<file path="src/sv/m3h_pkg.sv">
package m3h_pkg;

	// Mixing and finalizer constants
	localparam logic [63:0] MIX_C1    = 64'h87c3_7b91_1142_53d5;
	localparam logic [63:0] MIX_C2    = 64'h4cf5_ad43_2745_937f;
	localparam logic [63:0] LANE1_ADD = 64'h0000_0000_52dc_e729;
	localparam logic [63:0] LANE2_ADD = 64'h0000_0000_3849_5ab5;
	localparam logic [63:0] FIN_M1    = 64'hff51_afd7_ed55_8ccd;
	localparam logic [63:0] FIN_M2    = 64'hc4ce_b9fe_1a85_ec53;

	localparam int          BLOCK_BYTES = 16;
	localparam logic [4:0]  FULL_COUNT  = 5'(BLOCK_BYTES);

	// Queue between front and back
	localparam int QDEPTH = 2;
	localparam int QPTR_W = $clog2(QDEPTH);
	localparam int QCNT_W = $clog2(QDEPTH + 1);

	// Register map (index in words)
	localparam logic REG_SEED = 1'b0;

	// One classified block as handed to the back end
	typedef struct packed {
		logic [63:0] k1;       // masked low word
		logic [63:0] k2;       // masked high word
		logic        chain;    // full block: run the lane chain
		logic        last;     // finalize after this block
		logic [4:0]  add_len;  // bytes added to the running length
	} m3h_item_t;

	typedef struct packed {
		logic full;
		logic empty;
	} m3h_qstat_t;

	typedef struct packed {
		logic        start;
		logic [63:0] a;
		logic [63:0] b;
	} m3h_mreq_t;

	typedef struct packed {
		logic        busy;
		logic        done;
		logic [63:0] p;
	} m3h_mstat_t;

	function automatic logic [63:0] rotl(input logic [63:0] v, input int unsigned s);
		return (v << s) | (v >> (64 - s));
	endfunction

	// fmix64 shift-xor step
	function automatic logic [63:0] fold33(input logic [63:0] v);
		return v ^ (v >> 33);
	endfunction

endpackage

</file>
<file path="src/sv/m3h_front.sv">
module m3h_front (
	input  logic                   in_valid,
	output logic                   in_stall,
	input  logic [63:0]            data_low,
	input  logic [63:0]            data_high,
	input  logic [4:0]             byte_count,
	input  logic                   is_last,
	input  m3h_pkg::m3h_qstat_t    qstat,
	output logic                   push,
	output m3h_pkg::m3h_item_t     item
);
	import m3h_pkg::*;

	logic [4:0]  cnt;
	logic        full_blk;
	logic [15:0] keep;

	// Clamp count, decide full block or tail
	assign cnt      = (byte_count > FULL_COUNT) ? FULL_COUNT : byte_count;
	assign full_blk = !is_last || (cnt == FULL_COUNT);

	// Byte keep mask for tails
	always_comb begin
		for (int i = 0; i < BLOCK_BYTES; i++) begin
			keep[i] = full_blk || (5'(i) < cnt);
		end
	end

	always_comb begin
		for (int i = 0; i < 8; i++) begin
			item.k1[8*i +: 8] = keep[i]     ? data_low[8*i +: 8]  : 8'h00;
			item.k2[8*i +: 8] = keep[i + 8] ? data_high[8*i +: 8] : 8'h00;
		end
		item.chain   = full_blk;
		item.last    = is_last;
		item.add_len = is_last ? cnt : FULL_COUNT;
	end

	// Accept whenever the queue has room
	assign in_stall = qstat.full;
	assign push     = in_valid && !qstat.full;

endmodule

</file>
<file path="config.mk">
export PLATFORM = sky130hd
export DESIGN_NAME = m3h_front
export DESIGN_NICKNAME = d
export VERILOG_FILES = /design/src/sv/m3h_pkg.sv /design/src/sv/m3h_front.sv
export SDC_FILE = /design/constraint.sdc
export NUM_CORES = 1
export LEC_CHECK = 0
export BUFFER_PORTS_ARGS = -buffer_cell sky130_fd_sc_hd__buf_2
export CAP_MARGIN = 20
export CORE_AREA = 2 2 105 107
export DETAILED_ROUTE_END_ITERATION = 10
export DIE_AREA = 0 0 107 109
export GPL_TIMING_DRIVEN = 0
export SLEW_MARGIN = 20
export SYNTH_ARGS = -nofsm -noshare
export SYNTH_HDL_FRONTEND = slang
export SYNTH_SLANG_ARGS = --single-unit
</file>
<file path="constraint.sdc">
create_clock -name vclk -period 1.1
set_input_delay 0.11 -clock vclk [all_inputs]
set_output_delay 0.11 -clock vclk [all_outputs]
set_load 0.1 [all_outputs]
</file>
## After elaboration in Yosys (flattened, before gate mapping)

Cells that the tools add are included.
Widths: inputs -> output; s select.

- Register bits: 0
- Logic and storage cells: 56

- $lt $le $gt $ge: 17
- Eq/ne operators: 1
- Mux-type cells: 18
- Reductions and logical operators: 20

Operator list:

| operator | number |
|---|---|
| $mux 8 | 16 |
| $lt 4x5->1 const A | 8 |
| $lt 3x5->1 const A | 4 |
| $logic_or 1x1->1 | 17 |
| $lt 1x5->1 const A | 2 |
| $lt 2x5->1 const A | 2 |
| $mux 5 | 2 |
| $eq 5x5->1 const B | 1 |
| $gt 5x5->1 const B | 1 |
| $logic_not 1->1 | 2 |
| $logic_and 1x1->1 | 1 |

## Logic depth before layout (Yosys ltp)

Gate-level depths: netlist of run 1.

- Depth in word-level cells: 6
- Mapped depth: 4

## Least setup slack after synthesis of run 1

OpenSTA, ideal clock, no wires.

- Path kind: in2out
- From: in is_last
- To: out item[10] (netlist bit)
- Data arrival time: 2.700 ns
- Data required time: 0.990 ns
- Setup slack: -1.710 ns
- Cell stages on the path: 4
- Buffers on the path: 2
- Cell sequence: nor2b_1 -> buf_2 -> clkbuf_1 -> a21boi_0

RTL lines:

| element | line | source |
|---|---|---|
| from (decl) | m3h_front.sv:7 | `input logic is_last,` |
| to (decl) | m3h_front.sv:10 | `output m3h_pkg::m3h_item_t item` |

==> impl_metrics.toml, run 1 <==
[status]
status = "finished, violations left"
violations = "setup timing"

[run]
cap_violations = 0

[detailed_routing]
wl_per_cell_um = 19.10
via_per_inst = 4.311
num_vias = 2729
antenna_left = 0
drt_iter0_markers = 55
drt_first_pass_iters = 3
routed_wl_um = 12090
drcViolationCount = 0

[final_layout]
area_growth_pct = 478.1
nets = 632
drive_gt1_share_pct = 98.38
layout_commonest_cell = "buf_12"
clkbuf_count = 0
final_cell_mix = "buf_12 (156), buf_2 (133), a21boi_4 (96)"
n_antenna_cell = 0
regArea_um2 = 0
finalNonFillerCells = 633
numSequentialCells = 0
fin_util_pct = 69.18
fin_area_um2 = 7335

[yosys]
netlist_area_um2 = 1269
ys.warnings.count = 0
syn_avg_cell_area_um2 = 7.048
synth_compound_area_share_pct = 63.51
synth_top_family_by_area = "compound AO/OA/AOI/OAI gates"
ys_types = 22
synthMuxAreaShare_pct = 0
synth_top_area_share_pct = 53.85
post-synth-top-area-cell = "a21boi_0"
synth_seq_area_share_pct = 0
synthSimpleGateAreaFrac_pct = 22.09
synth_nets = 317
synth_area_leaders = "a21boi_0 (54%), nor2b_1 (7.9%), and2_1 (5.9%), buf_6 (4.4%), buf_2 (4.3%)"
netlist_instances = 180
synthAdderAreaFrac_pct = 0
synth_xor_area_share_pct = 0

[critical_path]
critPathMostFrequentCell = "buf_12"
crit_fanout = 7
cp_cell_sequence = "buf_8, nor3b_4, buf_12, buf_6, buf_16, a21boi_4, buf_12"
cp-end-kind = "output pin"
crit_required_ns = 0.99
crit_slowest_cell = "buf_12"
crit_type = "input port to output pin"
arrival_ns = 1.13
slowest_delay_ns = 0.19
startpoint_type = "input port"

[timing]
hold_viol = 0
slew_viol_final = 0
post-route-period-util_pct = 113.0
worst_slew_pin_slew_ns = 0.4851
rsz0062_at_grt = "yes"
fmax_mhz = 804.2
maxSlewHeadroom_pct = 67.88
setup_violations = 133
finalWorstSetupSlack_ns = -0.1434
fin_crit_ns = 1.243

[power_and_ir_drop]
p_leak_uw = 0.003474
clock_power_share_pct = 0
cellPowerDensity_nw_per_um2 = 774.3
p_int_uw = 2254
power_frac_seq_pct = 0
ir_drop_uv = 486.4
p_total_uw = 5679
switching_share_pct = 60.31
combPwrFrac_pct = 100.0
p_sw_uw = 3425

[cts]
ctsHoldBuffers = 0

[grt]
grt_use_total_pct = 17.86
grt_overflow = 0
grt_pass1_wl_um = 16550
antenna_found_initial = 0
grt_pass1_vias = 2985
grt_max_degree = 11

[floorplanning]
start_util_pct = 11.97
die_h_um = 109
core_um2 = 10600
row_count = 38
die_w_um = 107
pin_count = 274
die_area_um2 = 11660

[placed_design]
dp_hpwl_um = 7100
dpl.cell_count = 591
place_area_um2 = 4368
place.gp.congestion = 0.6827
port_buffers = 271

[worst_hold_path]
hold_path.class = "input port to output pin"
## area by class of cell
class              instances  area, um2
inverters                 10      45.04
multi-input cells        149       2552
repair buffers           312       4120
fillers                  705       3268
plain buffers             21      434.2
well taps                140      175.2
repair inverters           1      7.507
## metrics by stage
step                      hold slack [ns]  setup TNS [ns]  setup slack [ns]
after global routing               0.5975          -11.80           -0.1670
after CTS                          0.5911          -6.636           -0.1453
final                              0.5958          -7.904           -0.1434
after detailed placement           0.6347          -59.59           -0.6988
after global placement             0.6229          -57.76           -0.6717
after floorplan                    0.3947          -21.52           -0.3104
## power groups by stage
stage                     logic, uW  clock network [uW]  registers [uW]
after floorplan                3440                   0               0
after global placement         4040                   0               0
after detailed placement       4060                   0               0
after CTS                      5460                   0               0
after global routing           5810                   0               0
final                          5680                   0               0
## cell usage after synthesis, drive strengths merged
library cell,count
a21boi,96
nand4,1
nor4b,1
and2b,2
nor2b,16
clkbuf,1
nor3b,1
nand3,3
inv,10
o21ai,2
and2,12
buf,20
nor2,2
nand2,3
o31ai,1
o211ai,1
a31oi,8
## worst max-delay path, delay by kind of cell
kind	cells	cell delay [ns]
and+or+nand+nor	1	0.15
buffers and inverters	5	0.70
AOI/OAI and AO/OA	1	0.17
## repair_timing
action                                  4_1_cts  5_1_grt
pin swaps                                    42       54
endpoints found under the setup margin      134      133
buffers inserted                             19       11
gates resized for setup                     576       26
gates cloned                                  6       10
## final timing paths
path	depth (start not counted)	endpoint	start
worst max-delay path	7	item[84]	is_last
worst min-delay path	3	item[128]	data_low[57]
## per-layer routing
metal	part of all wire (%)	vias up	global-route usage [%]
met2	60	123	37.26
li1	-	1278	-
met3	5.2	10	2.092
met4	1.1	0	1.763
met5	0	-	0
met1	34	1318	19.68
## cells by family after synthesis
family | Yosys count
AO/OA/AOI/OAI | 108
AND/OR/NAND/NOR | 41
buffers and inverters | 31
Power figures use the tool's default switching activity.
==> inputs of run 2 (changes only) <==
BUFFER_PORTS_ARGS = -buffer_cell sky130_fd_sc_hd__buf_4   (was -buffer_cell sky130_fd_sc_hd__buf_2)
==> run 2 against run 1 <==
Compared with the run above: the run still ends with setup timing left; power increased by 1.9%; worst setup slack got worse by 0.020 ns; flip-flop and latch count unchanged; maximum frequency decreased by 1.6%; sequential share of layout area unchanged; non-clock buffer count increased by 1; via count decreased by 1.5%; global-route usage decreased by 0.20 points; routed wire length decreased by 0.37%; critical path depth unchanged; hold slack got worse by 0.039 ns.
==> impl_metrics.toml, run 2 (synthesis gave the netlist of run 1 again) <==
[status]
status = "finished, violations left"
violations = "setup timing"

[critical_path]
critPathCapture = "item[116]"
startpoint_type = "input port"
crit_fanout = 7
arrival_ns = 1.15
crit_required_ns = 0.99
crit_slowest_cell = "buf_12"
critPathMostFrequentCell = "buf_12"
crit_buf_inv = 5
crit_type = "input port to output pin"
crit_cells = 7
cp_cell_sequence = "buf_8, nor3b_4, buf_12, buf_12, buf_16, a21boi_4, buf_12"
cp-end-kind = "output pin"
slowest_delay_ns = 0.20
critPathLaunch = "is_last"
cp_top_family = "buffers and inverters"

[grt]
grt_overflow = 0
grt_max_degree = 11
grt_pass1_wl_um = 16260
grt_pass1_vias = 2904
antenna_found_initial = 0
grt_use_total_pct = 17.66

[final_layout]
layout_commonest_cell = "buf_12"
drive_gt1_share_pct = 98.38
nets = 633
area_growth_pct = 504.5
multi_input_area_um2 = 2552
finalNonFillerCells = 634
clkbuf_count = 0
regArea_um2 = 0
numSequentialCells = 0
final_cell_mix = "buf_12 (158), buf_4 (146), a21boi_4 (96)"
n_fill_cell = 645
n_antenna_cell = 0

[timing]
fmax_mhz = 791.7
maxSlewHeadroom_pct = 81.56
rsz0062_at_grt = "yes"
hold_viol = 0
fin_setup_tns_ns = -7.829
hold_ws_ns = 0.5573
post-route-period-util_pct = 114.8
finalWorstSetupSlack_ns = -0.1631
slew_viol_final = 0
fin_crit_ns = 1.263
setup_violations = 122
worst_slew_pin_slew_ns = 0.2788

[floorplanning]
die_h_um = 109
die_area_um2 = 11660
start_util_pct = 11.97
pin_count = 274
core_um2 = 10600
row_count = 38
die_w_um = 107

[placed_design]
dpl.cell_count = 591
port_buffers = 271
place.gp.congestion = 0.6876
pre_cts_ws_ns = -0.6066
dp_hpwl_um = 7483

[detailed_routing]
num_vias = 2687
drcViolationCount = 0
drt_iter0_markers = 48
via_per_inst = 4.238
wl_per_cell_um = 19.00
drt_first_pass_iters = 4
antenna_left = 0
routed_wl_um = 12050

[worst_hold_path]
hold_path.class = "input port to output pin"

[cts]
ctsHoldBuffers = 0

[power_and_ir_drop]
p_total_uw = 5789
p_leak_uw = 0.003603
ir_drop_uv = 447.8
cellPowerDensity_nw_per_um2 = 754.8

[run]
cap_violations = 0
[run 2: changes by cell type in the layout (fill, tap and decap cells not counted), moves of 2 or more]
cell     delta
nor2b_4     +2
buf_2     -133
buf_12      +2
buf_16      -2
buf_6       +2
buf_8       -2
nor2b_2     -2
buf_4     +133
[run 2: through the flow]
step / utilization [%] / cell area, um2
after floorplan: - / 2836
after global placement: 47.59 / 5046
after detailed placement: 47.59 / 5046
after CTS: 66.12 / 7010
after global routing: 72.34 / 7670
final: 72.34 / 7670
[run 2: timing repair]
item,in CTS,in global routing
cloned,5,11
endpoints found under the setup margin,134,132
pin swaps,34,39
buffers inserted,24,7
resized for setup,381,89
[run 2: worst min path at each step]
stage / from / end / slack [ns] / cells past startpoint
final: qstat[1] / push / 0.56 / 3
after global routing: qstat[1] / push / 0.57 / 3
after CTS: qstat[1] / push / 0.56 / 3
after detailed placement: qstat[1] / push / 0.56 / 3
after global placement: qstat[1] / push / 0.56 / 3
after floorplan: qstat[1] / push / 0.39 / 1
[run 2: tightest hold or removal path, stage by stage]
cell and delay, ns:
buf_4 0.09, nor2b_2 0.03, buf_4 0.22
[run 2: area by class of cell]
type,count,share of cell area (%)
timing repair buffer,314,58.43
multi-input combinational,149,33.28
buffer,20,5.318
tap,140,2.284
inverter,10,0.5873
timing repair inverter,1,0.09788
[run 2: metal layers]
layer  global-route usage (%)  vias to the layer above  wire [um]
met4                   0.2783                        0         59
li1                         -                     1282          -
met5                        0                        -          0
met3                    2.152                        6        615
met2                    37.58                      121       7365
met1                    19.39                     1278       4007
[run 2: power by group]
| part | internal (uW) | total, uW | switching (uW) |
|---|---|---|---|
| registers | 0 | 0 | 0 |
| clock network | 0 | 0 | 0 |
| logic | 2380 | 5790 | 3410 |
