**config.mk**
```make
export PLATFORM = sky130hd
export DESIGN_NAME = m3h_fifo
export DESIGN_NICKNAME = d
export VERILOG_FILES = /design/src/sv/m3h_pkg.sv /design/src/sv/m3h_fifo.sv
export SDC_FILE = /design/constraint.sdc
export NUM_CORES = 1
export LEC_CHECK = 0
export CAP_MARGIN = 20
export CORE_ASPECT_RATIO = 0.9
export CORE_MARGIN = 5
export CORE_UTILIZATION = 48
export CTS_CLUSTER_DIAMETER = 40
export DETAILED_ROUTE_END_ITERATION = 16
export DONT_BUFFER_PORTS = 1
export PLACE_DENSITY = 0.72
export SYNTH_ARGS = -nofsm -noshare
export SYNTH_HDL_FRONTEND = slang
export SYNTH_SLANG_ARGS = --single-unit
```
**constraint.sdc**
```tcl
create_clock -name clk -period 7.7 [get_ports clk]
set_clock_uncertainty 0.15 [all_clocks]
set_input_delay 0.385 -clock clk [delete_from_list [all_inputs] [get_ports clk]]
set_output_delay 0.385 -clock clk [all_outputs]
set_load 0.05 [all_outputs]
```
**src/sv/m3h_pkg.sv**
```systemverilog
package m3h_pkg;

	// Mixing and finalizer constants
	localparam logic [63:0] MIX_C1    = 64'h87c3_7b91_1142_53d5;
	localparam logic [63:0] MIX_C2    = 64'h4cf5_ad43_2745_937f;
	localparam logic [63:0] LANE1_ADD = 64'h0000_0000_52dc_e729;
	localparam logic [63:0] LANE2_ADD = 64'h0000_0000_3849_5ab5;
	localparam logic [63:0] FIN_M1    = 64'hff51_afd7_ed55_8ccd;
	localparam logic [63:0] FIN_M2    = 64'hc4ce_b9fe_1a85_ec53;

	localparam int          BLOCK_BYTES = 16;
	localparam logic [4:0]  FULL_COUNT  = 5'(BLOCK_BYTES);

	// Queue between front and back
	localparam int QDEPTH = 2;
	localparam int QPTR_W = $clog2(QDEPTH);
	localparam int QCNT_W = $clog2(QDEPTH + 1);

	// Register map (index in words)
	localparam logic REG_SEED = 1'b0;

	// One classified block as handed to the back end
	typedef struct packed {
		logic [63:0] k1;       // masked low word
		logic [63:0] k2;       // masked high word
		logic        chain;    // full block: run the lane chain
		logic        last;     // finalize after this block
		logic [4:0]  add_len;  // bytes added to the running length
	} m3h_item_t;

	typedef struct packed {
		logic full;
		logic empty;
	} m3h_qstat_t;

	typedef struct packed {
		logic        start;
		logic [63:0] a;
		logic [63:0] b;
	} m3h_mreq_t;

	typedef struct packed {
		logic        busy;
		logic        done;
		logic [63:0] p;
	} m3h_mstat_t;

	function automatic logic [63:0] rotl(input logic [63:0] v, input int unsigned s);
		return (v << s) | (v >> (64 - s));
	endfunction

	// fmix64 shift-xor step
	function automatic logic [63:0] fold33(input logic [63:0] v);
		return v ^ (v >> 33);
	endfunction

endpackage

```
**src/sv/m3h_fifo.sv**
```systemverilog
module m3h_fifo (
	input  logic                 clk,
	input  logic                 arst_n,
	input  logic                 push,
	input  m3h_pkg::m3h_item_t   wr_item,
	input  logic                 pop,
	output m3h_pkg::m3h_item_t   head,
	output m3h_pkg::m3h_qstat_t  qstat
);
	import m3h_pkg::*;

	m3h_item_t         mem_q [QDEPTH];
	logic [QPTR_W-1:0] wr_ptr_q;
	logic [QPTR_W-1:0] rd_ptr_q;
	logic [QCNT_W-1:0] cnt_q;

	// Pointers and fill count
	always_ff @(posedge clk or negedge arst_n) begin
		if (!arst_n) begin
			wr_ptr_q <= '0;
			rd_ptr_q <= '0;
			cnt_q    <= '0;
		end else begin
			if (push) wr_ptr_q <= wr_ptr_q + 1'b1;
			if (pop)  rd_ptr_q <= rd_ptr_q + 1'b1;
			if (push && !pop)      cnt_q <= cnt_q + 1'b1;
			else if (pop && !push) cnt_q <= cnt_q - 1'b1;
		end
	end

	// Entry storage
	always_ff @(posedge clk) begin
		if (push) mem_q[wr_ptr_q] <= wr_item;
	end

	assign head        = mem_q[rd_ptr_q];
	assign qstat.full  = (cnt_q == QCNT_W'(QDEPTH));
	assign qstat.empty = (cnt_q == '0);

	a_push_room: assert property (@(posedge clk) disable iff (!arst_n)
		push |-> !qstat.full) else $error("push into full queue");
	a_pop_data: assert property (@(posedge clk) disable iff (!arst_n)
		pop |-> !qstat.empty) else $error("pop from empty queue");

endmodule

```
Word level (Yosys, flattened, before mapping)
Memory sizes are Yosys's and may differ from the RTL's.
Cells that the tools add are included.

cells by class
  reductions and logical operators = 6
  $add $sub $neg = 4
  multiplexer cells = 4
  eq/ne operators = 1

operators by type and width
  kind                                                                 number
  2-bit two-way mux                                                    2
  1-bit adder (second input constant)                                  2
  2-bit by 1-bit adder with 2-bit output (second input constant)       1
  2-bit equality test (second input constant)                          1
  1-bit logical AND                                                    2
  1-bit logical NOT                                                    2
  2-bit logical NOT                                                    1
  1-bit two-way mux                                                    2
  2-bit nonzero test                                                   1
  2-bit by 1-bit subtractor with 2-bit output (second input constant)  1

storage, ports and cells
  memories = 1
  input bits = 139
  bits in writable memories = 270
  logic and storage cells = 19
  output and inout bits = 137
  bits in registers = 4

memory list
  memory  words  bits a word  read ports  clocked after Yosys merged registers in  wr ports  RTL line        RTL
  mem_q   2      135          1           0                                        1         m3h_fifo.sv:12  m3h_item_t mem_q [QDEPTH];

Depth between registers and ports, before layout
Gate-level depths: netlist of run 1.

  depth after elaboration = 4
  gate-level depth with buffers = 5
  gate-level depth less buffers = 5

Worst setup path before layout of run 1
Ideal clock, no wire load.

  kind = reg2reg
  from = register wr_ptr_q
  to = memory mem_q[0][0] in the netlist's numbering, enable pin
  buffers on the path = 0
  data required time = 6.903 ns
  period minus slack after synthesis = 7.163 ns
  setup time = 0.647 ns
  cell stages (with the launch flop) = 2
  data arrival time = 6.366 ns
  slack = 0.537 ns
  cell sequence = dfrtp_1 -> nor2b_1

RTL lines
  what                    RTL line        RTL
  start, declared         m3h_fifo.sv:13  logic [QPTR_W-1:0] wr_ptr_q;
  start signal, assigned  m3h_fifo.sv:24  if (push) wr_ptr_q <= wr_ptr_q + 1'b1;
  end, declared           m3h_fifo.sv:12

No word-level cell before the write port.

==> impl_metrics.json, run 1 <==
{
  "reg2reg_from": "wr_ptr_q",
  "ys_warn_count": 0,
  "slew_headroom_pct": 31.4,
  "final_common_cell": "edfxtp_1",
  "clk_pin_slew_ps": 60,
  "clk_latency_ps": 480,
  "grt_pass1_wl_um": 29800,
  "core_area_sq_um": 20700,
  "synth_seq_cells": 274,
  "wl_per_cell_um": 22.1,
  "io_pins": 276,
  "grt.total_usage_pct": 16.1,
  "place_area_sq_um": 10400,
  "ff2ff_path_depth": 2,
  "grt_overflow_total": 0,
  "start_util_pct": 48.7,
  "drc": 0,
  "hold_path_class": "input port to async pin",
  "drt_iter0_drc": 237,
  "status": "complete, no violations",
  "stdcell_area_sq_um": 12900,
  "cp-end-kind": "output pin",
  "critical_path.top_delay_family": "flip-flops",
  "cp.arrival_ps": 3030,
  "dpl.hpwl_um": 12400,
  "yosysSeqAreaShare_pct": 81.5,
  "ir_drop_v": 0.000350,
  "grt_max_degree": 74,
  "yosysUniqueCellTypes": 13,
  "cts_made_buffers": 34,
  "worstPathCellList": "buf_4, mux2_2",
  "antenna_found_initial": 2,
  "period_share_pct": 46.3,
  "max_freq_mhz": 281,
  "slew_viol_final": 0,
  "fillers": 1366,
  "die_w_um": 163,
  "syn_nets": 576,
  "rr_endpoint": "mem_q[1][102]",
  "die-area_sq_um": 24000,
  "dr.pass1.iters": 4,
  "finalNonFillerCells": 909,
  "h-tree-depth": 2,
  "leakage_nw": 4.47,
  "regArea_sq_um": 8210,
  "critPathBufInv": 1,
  "rsz0062_at_grt": "false",
  "ctsRootBufferMaster": "clkbuf_16",
  "clock_path_buffers": 3,
  "setup_viol": 0,
  "die_y_um": 147,
  "cp.required_ps": 7160,
  "max-cap-violations": 0,
  "fin_crit_ps": 3560,
  "synth_area_sq_um": 10100,
  "crit_slowest_cell": "dfrtp_4",
  "ctsResizeCount": 0,
  "finalWirelength_um": 20100,
  "drtAntennaViolNets": 0,
  "synthCells": 436,
  "crit_path_max_fanout": 73,
  "power.density_nw_per_um2": 442,
  "multi_input_area_sq_um": 1760,
  "hold_viol": 0,
  "final_cell_mix": "edfxtp_1, dlygate4sd3_1, mux2_2",
  "grt_pass1_vias": 5135,
  "critical_path_class": "flop to output pin",
  "layout.nets": 739,
  "clock-sinks": 274,
  "crit_path_start_kind": "flop",
  "avgSynthCellArea_sq_um": 23.1,
  "fin_setup_tns_ps": 0,
  "cts_setup_buffers": 0,
  "r2r_slack_ps": 5020,
  "hold_ws_ps": 24.9,
  "ctsHoldBuffers": 138,
  "io_buffers": 0,
  "rows": 50,
  "avgViaCountPerCell": 5.12,
  "drive_above_1_share_pct": 30.8,
  "place_congestion": 0.724,
  "area_growth_pct": 27.9,
  "cts_tree": "built",
  "vias": 4651,
  "tightest_slew_ps": 1030,
  "critPathMaxStageDelay_ps": 1030,
  "dpl.cell_count": 711
}
-- sequential cells by signal (all words and copies together), names as in the netlist --
name and count:
mem_q 270, wr_ptr_q 1, cnt_q 2, rd_ptr_q 1
-- logic make-up after synthesis --
logic type	after synthesis	share of synthesized area, %
flops	274	81.5
mux	135	16.6
buf+inv	16	1.15
xor+xnor	5	0.435
simple gates	5	0.261
fa+ha+maj	1	0.124
-- cell usage after synthesis --
cell type | number | area, sq um
and2_1 | 1 | 6.26
buf_2 | 9 | 45.0
buf_6 | 6 | 67.6
dfrtp_1 | 4 | 100
edfxtp_1 | 270 | 8110
ha_1 | 1 | 12.5
inv_1 | 1 | 3.75
mux2_2 | 95 | 1070
mux2_4 | 40 | 601
nor2_1 | 2 | 7.51
nor2b_1 | 2 | 12.5
xnor2_1 | 1 | 8.76
xor2_1 | 4 | 35.0
-- power by group --
group          leakage, nW  internal, mW  switching (mW)
logic                 1.35         0.483            1.50
clock network        0.541          1.00           0.567
registers             2.58          1.99           0.151
-- worst max path at each step --
stage,to,cells past startpoint,start
6_report,head[15],2,rd_ptr_q
5_1_grt,head[21],2,rd_ptr_q
4_1_cts,head[15],2,rd_ptr_q
3_5_place_dp,head[15],2,rd_ptr_q
3_3_place_gp,head[9],2,rd_ptr_q
2_1_floorplan,mem_q[0][0],1,wr_ptr_q
-- final cells by class --
cell class / count / area share (%)
Inverter: 1 / 0.0291
Antenna cell: 2 / 0.0388
Clock buffer: 41 / 6.97
Timing Repair Buffer: 142 / 11.0
Tap cell: 286 / 2.78
Clock inverter: 17 / 1.83
Multi-Input combinational cell: 146 / 13.7
Sequential cell: 274 / 63.7
-- through the flow --
step	util [%]	power, mW	setup slack (ps)
6_report	62.2	5.69	4140
3_3_place_gp	50.1	4.07	4610
2_1_floorplan	-	3.96	537
3_5_place_dp	50.1	4.10	4570
4_1_cts	62.2	5.74	4040
5_1_grt	62.2	5.90	3970
-- routing by layer --
layer / global-route usage, % / vias to the layer above / part of all wire, %
met4: 4.28 / 0 / 1.7
li1: - / 2066 / -
met5: 0 / - / 0
met1: 18.0 / 2322 / 36
met3: 7.16 / 34 / 11
met2: 28.0 / 229 / 51
No activity file was read; power rests on OpenSTA's default activity.
==> run 2: changes to the inputs <==
- ABC_AREA: not set -> 1
- clock period: 7.7 -> 2.9 ns (I/O delays scaled with it)
==> impl_metrics.json, run 2 <==
{
  "regMostFlops": "mem_q",
  "ys_async_sr_fraction_pct": 1.46,
  "netlist.area_leader.share_pct": 80.3,
  "power.density_nw_per_um2": 1170,
  "wl_per_cell_um": 22.1,
  "grt_overflow_total": 0,
  "die_w_um": 163,
  "ys_warn_count": 0,
  "synth-xor-area-share_pct": 0.260,
  "clk_latency_ps": 560,
  "synthAdderAreaFrac_pct": 0.124,
  "yosysUniqueCellTypes": 14,
  "final_common_cell": "edfxtp_1",
  "dpl.cell_count": 722,
  "avgSynthCellArea_sq_um": 22.7,
  "synth_top_family_by_area": "multiplexers",
  "cp-end-kind": "output pin",
  "core_area_sq_um": 20800,
  "vias": 4692,
  "max-cap-violations": 0,
  "ctsRootBufferMaster": "clkbuf_16",
  "max_freq_mhz": 448,
  "synth_common_cells": "edfxtp_1, mux2_2, mux2_4",
  "yosysSeqAreaShare_pct": 81.3,
  "ff2ff_path_depth": 3,
  "tightest_slew_ps": 959,
  "synth_area_sq_um": 10100,
  "clock_path_buffers": 3,
  "reg.largest.list": "mem_q (270), cnt_q (2)",
  "period_share_pct": 77.0,
  "grt_pass1_vias": 5188,
  "finalWirelength_um": 20300,
  "ctsHoldBuffers": 139,
  "met2_usage_pct": 28.1,
  "yosysMostFrequentCell": "edfxtp_1",
  "fillers": 1422,
  "antenna_found_initial": 2,
  "fin_ws_ps": 667,
  "grtUsageMet1_pct": 18.0,
  "final_util_pct": 62.5,
  "synth_top_area_cell": "edfxtp_1",
  "place_area_sq_um": 10500,
  "die_y_um": 148,
  "synthSimpleGateAreaFrac_pct": 0.409,
  "cp.arrival_ps": 1940,
  "cp.required_ps": 2610,
  "start_util_pct": 48.6,
  "io_buffers": 0,
  "drt_iter0_drc": 243,
  "largest_reg_flops": 270,
  "status": "complete, no violations",
  "cts_tree": "built",
  "hold_path_class": "input port to flop",
  "avgViaCountPerCell": 5.09,
  "rows": 50,
  "dr.pass1.iters": 4,
  "multi_input_area_sq_um": 1760,
  "io_pins": 276,
  "min-delay-start": "push",
  "clock-sinks": 274,
  "r2r_slack_ps": 1100,
  "syn_nets": 585,
  "ys.flop_type": "edfxtp_1",
  "synth_compound_area_share_pct": 0,
  "rsz0062_at_grt": "false",
  "dpl.hpwl_um": 12000,
  "critical_path_class": "flop to output pin",
  "regArea_sq_um": 8210,
  "synth_seq_cells": 274,
  "synthCells": 445,
  "synth.mux.area_fraction_pct": 16.5,
  "pre_cts_ws_ps": 1120,
  "finalNonFillerCells": 921,
  "clk_pin_slew_ps": 60,
  "cts_made_buffers": 31,
  "slew_viol_final": 0,
  "hold_viol": 0,
  "final_cell_mix": "edfxtp_1, dlygate4sd3_1, mux2_2",
  "hold_end": "mem_q[1][55]",
  "grt_use_met3_pct": 7.00,
  "ir_drop_v": 0.000807,
  "crit_path_max_fanout": 61,
  "reg2reg_from": "wr_ptr_q",
  "grt.total_usage_pct": 16.1,
  "drc": 0,
  "stdcell_area_sq_um": 13000,
  "grt_pass1_wl_um": 29900,
  "layout.nets": 748,
  "drtAntennaViolNets": 0,
  "holdPathStages": 3,
  "area_growth_pct": 28.5,
  "ctsResizeCount": 0,
  "leakage_nw": 4.52,
  "place_congestion": 0.722,
  "synth_edf_count": 270,
  "rr_endpoint": "mem_q[1][81]",
  "grt_max_degree": 80,
  "fin_crit_ps": 2230,
  "cts_setup_buffers": 0,
  "die-area_sq_um": 24000,
  "h-tree-depth": 1,
  "setup_viol": 0,
  "grt-busiest-layer": "met2",
  "synthTopCellsByArea": "edfxtp_1, mux2_2, mux2_4",
  "slew_headroom_pct": 35.8,
  "drive_above_1_share_pct": 31.8,
  "crit_path_start_kind": "flop"
}
-- run 2: metal layers --
metal  up-vias  part of all wire, %
met1      2332                   36
li1       2102                    -
met4         0                  2.1
met2       228                   51
met5         -                    0
met3        30                   10
-- run 2: cell type report --
class	instances	share of cell area (%)
repair buffers	145	11.5
diodes	2	0.0386
clock inverters	26	2.66
flip-flops and latches	274	63.3
multi-input cells	149	13.6
clock buffers	32	6.01
well taps	286	2.76
inverters	7	0.231
-- run 2: where the power goes --
group          internal [mW]  total [mW]  switching [mW]
registers               5.26        5.47           0.207
clock network           2.47        4.12            1.65
logic                   1.33        5.56            4.23
total                   9.07        15.1            6.08
-- run 2: logic make-up (layout without fill, tap and decap cells) --
logic type    Yosys count  in the layout
simple gates           10             10
xor+xnor                3              3
flops                 274            274
buf+inv                22            210
fa+ha+maj               1              1
mux                   135            135
other cells             0              2
-- run 2: worst max path at each step --
stage | start | endpoint | slack (ps) | depth (start not counted)
2_1_floorplan | wr_ptr_q | mem_q[1][0] | -130 | 2
3_3_place_gp | wr_ptr_q | mem_q[1][88] | 1170 | 3
3_5_place_dp | wr_ptr_q | mem_q[1][81] | 1120 | 3
4_1_cts | rd_ptr_q | head[27] | 650 | 2
5_1_grt | rd_ptr_q | head[27] | 610 | 2
6_report | rd_ptr_q | head[27] | 670 | 2
-- run 2: stage by stage --
stage               hold slack, ps  power (mW)  setup TNS (ps)
floorplan                     -301        10.4          -30520
global placement              -300        10.8               0
global route                  71.4        15.7               0
finish                        54.1        15.1               0
CTS                           44.2        15.2               0
detailed placement            -300        10.9               0
-- run 2: critical path: stages (launching register included) --
cell,delay [ps]
dfrtp_4,440
buf_12,300
mux2_2,530
==> run 3: changes to the inputs <==
- ABC_AREA: 1 -> 0
- PLACE_DENSITY: 0.72 -> 0.7
- clock period: 2.9 -> 2.1 ns (I/O delays scaled with it)
==> impl_metrics.json, run 3 (same netlist as run 1, synthesis figures left out) <==
{
  "hold_end": "mem_q[1][47]",
  "final_cell_mix": "edfxtp_1, dlygate4sd3_1, mux2_4",
  "regArea_sq_um": 8210,
  "grt_max_degree": 87,
  "hold_viol": 0,
  "hold_path_class": "input port to flop",
  "cp.required_ps": 1850,
  "antennaDiodeCount": 0,
  "cts_tree": "built",
  "ir_drop_v": 0.00109,
  "area_growth_pct": 32.9,
  "vias": 4789,
  "crit_path_start_kind": "flop",
  "violations": "negative setup slack",
  "cts_made_buffers": 29,
  "min-delay-start": "wr_item[47]",
  "clock-sinks": 274,
  "holdPathStages": 1,
  "status": "finished, violations left",
  "power.density_nw_per_um2": 1600,
  "wl_per_cell_um": 22.7,
  "reg2reg_from": "wr_ptr_q",
  "cp-end-kind": "output pin",
  "critPathMaxStageDelay_ps": 530,
  "setup_viol": 40,
  "place_congestion": 0.745,
  "max_freq_mhz": 472,
  "critPathBufInv": 1,
  "drive_above_1_share_pct": 33.2,
  "r2r_slack_ps": 450,
  "antenna_found_initial": 0,
  "ff2ff_path_depth": 2,
  "crit_slowest_cell": "dfrtp_4",
  "start_util_pct": 48.7,
  "layout.nets": 764,
  "io_buffers": 0,
  "die-area_sq_um": 24000,
  "rr_endpoint": "mem_q[0][1]",
  "clock_path_buffers": 3,
  "fin_crit_ps": 2120,
  "leakage_nw": 4.94,
  "h-tree-depth": 1,
  "place_area_sq_um": 10600,
  "clk_pin_slew_ps": 60,
  "regMostFlops": "mem_q",
  "grt.total_usage_pct": 16.5,
  "multi_input_area_sq_um": 2060,
  "slew_headroom_pct": 64.1,
  "cp.arrival_ps": 1870,
  "rows": 50,
  "final_common_cell": "edfxtp_1",
  "clk_latency_ps": 530,
  "reg.largest.list": "mem_q (270), cnt_q (2)",
  "critical_path.top_delay_family": "flip-flops",
  "grt_pass1_vias": 5330,
  "dpl.hpwl_um": 12700,
  "drc": 0,
  "avgViaCountPerCell": 5.13,
  "die_w_um": 163,
  "period_share_pct": 101,
  "tightest_slew_ps": 538,
  "drtAntennaViolNets": 0,
  "dr.pass1.iters": 4,
  "core_area_sq_um": 20700,
  "worstPathCellList": "bufbuf_16, mux2_4",
  "finalWirelength_um": 21200,
  "slew_viol_final": 0,
  "drt_iter0_drc": 203,
  "io_pins": 276,
  "grt_overflow_total": 0,
  "crit_path_max_fanout": 21,
  "fillers": 1314,
  "rsz0062_at_grt": "true",
  "fin_ws_ps": -20.5,
  "stdcell_area_sq_um": 13400,
  "ctsRootBufferMaster": "clkbuf_16",
  "largest_reg_flops": 270,
  "max-cap-violations": 0,
  "critical_path_class": "flop to output pin",
  "fin_setup_tns_ps": -552,
  "die_y_um": 147,
  "grt_pass1_wl_um": 30800
}
## run 3: cell types whose count changed in the layout (fill, tap and decap cells not counted), sizes merged
cell      change
bufbuf        +1
nor2          -1
nand3         -1
buf          +24
diode         -2
and2          +1
nand4         -1
nor2b         +2
bufinv        -3
nand2         -5
clkinvlp      -1
inv           -8
clkbuf        +4
xor2          +2
## run 3: final cells by class
class,count,area share [%]
clock inverter,20,1.41
tap,286,2.67
clock buffer,34,5.56
inverter,1,0.0280
sequential,274,61.3
timing repair buffer,172,13.6
multi-input combinational,146,15.4
## run 3: worst max-delay path by stage
stage	from	slack [ps]	cells past startpoint	endpoint
floorplan	wr_ptr_q	-900	1	mem_q[0][0]
global placement	rd_ptr_q	450	2	head[1]
detailed placement	rd_ptr_q	440	2	head[124]
CTS	rd_ptr_q	-70	2	head[81]
global route	rd_ptr_q	-80	2	head[55]
finish	rd_ptr_q	-20	2	head[55]
## run 3: power by group
| part | leakage [nW] | switching, mW | internal (mW) | total [mW] |
|---|---|---|---|---|
| registers | 2.58 | 0.346 | 7.26 | 7.60 |
| clock network | 0.452 | 2.04 | 2.82 | 4.86 |
| logic | 1.91 | 6.10 | 2.80 | 8.90 |
## run 3: stage by stage
step / hold WS (ps) / cells / utilization (%) / power [mW] / worst slack (ps)
floorplan: -341 / 436 / - / 14.4 / -900
global placement: -340 / 730 / 51.2 / 15.2 / 453
detailed placement: -340 / 730 / 51.2 / 15.4 / 439
CTS: 21.8 / 931 / 63.9 / 21.1 / -67.6
global route: 36.2 / 933 / 64.7 / 22.1 / -83.9
finish: 65.2 / 933 / 64.7 / 21.4 / -20.5
## run 3: routing by layer
layer / track usage, % / routed length [um] / vias up
met5: 0 / 0 / -
met4: 4.03 / 411 / 0
met3: 6.44 / 2270 / 26
met2: 28.1 / 10300 / 240
met1: 19.8 / 8200 / 2406
li1: - / - / 2117
## run 3: what timing repair did
| action | in CTS | in global routing |
|---|---|---|
| hold buffers | 139 | 0 |
| setup endpoints to repair | 117 | 108 |
| cloned | 1 | 2 |
| hold endpoints to repair | 462 | 0 |
| setup buffers | 7 | 0 |
| gates resized for setup | 57 | 26 |
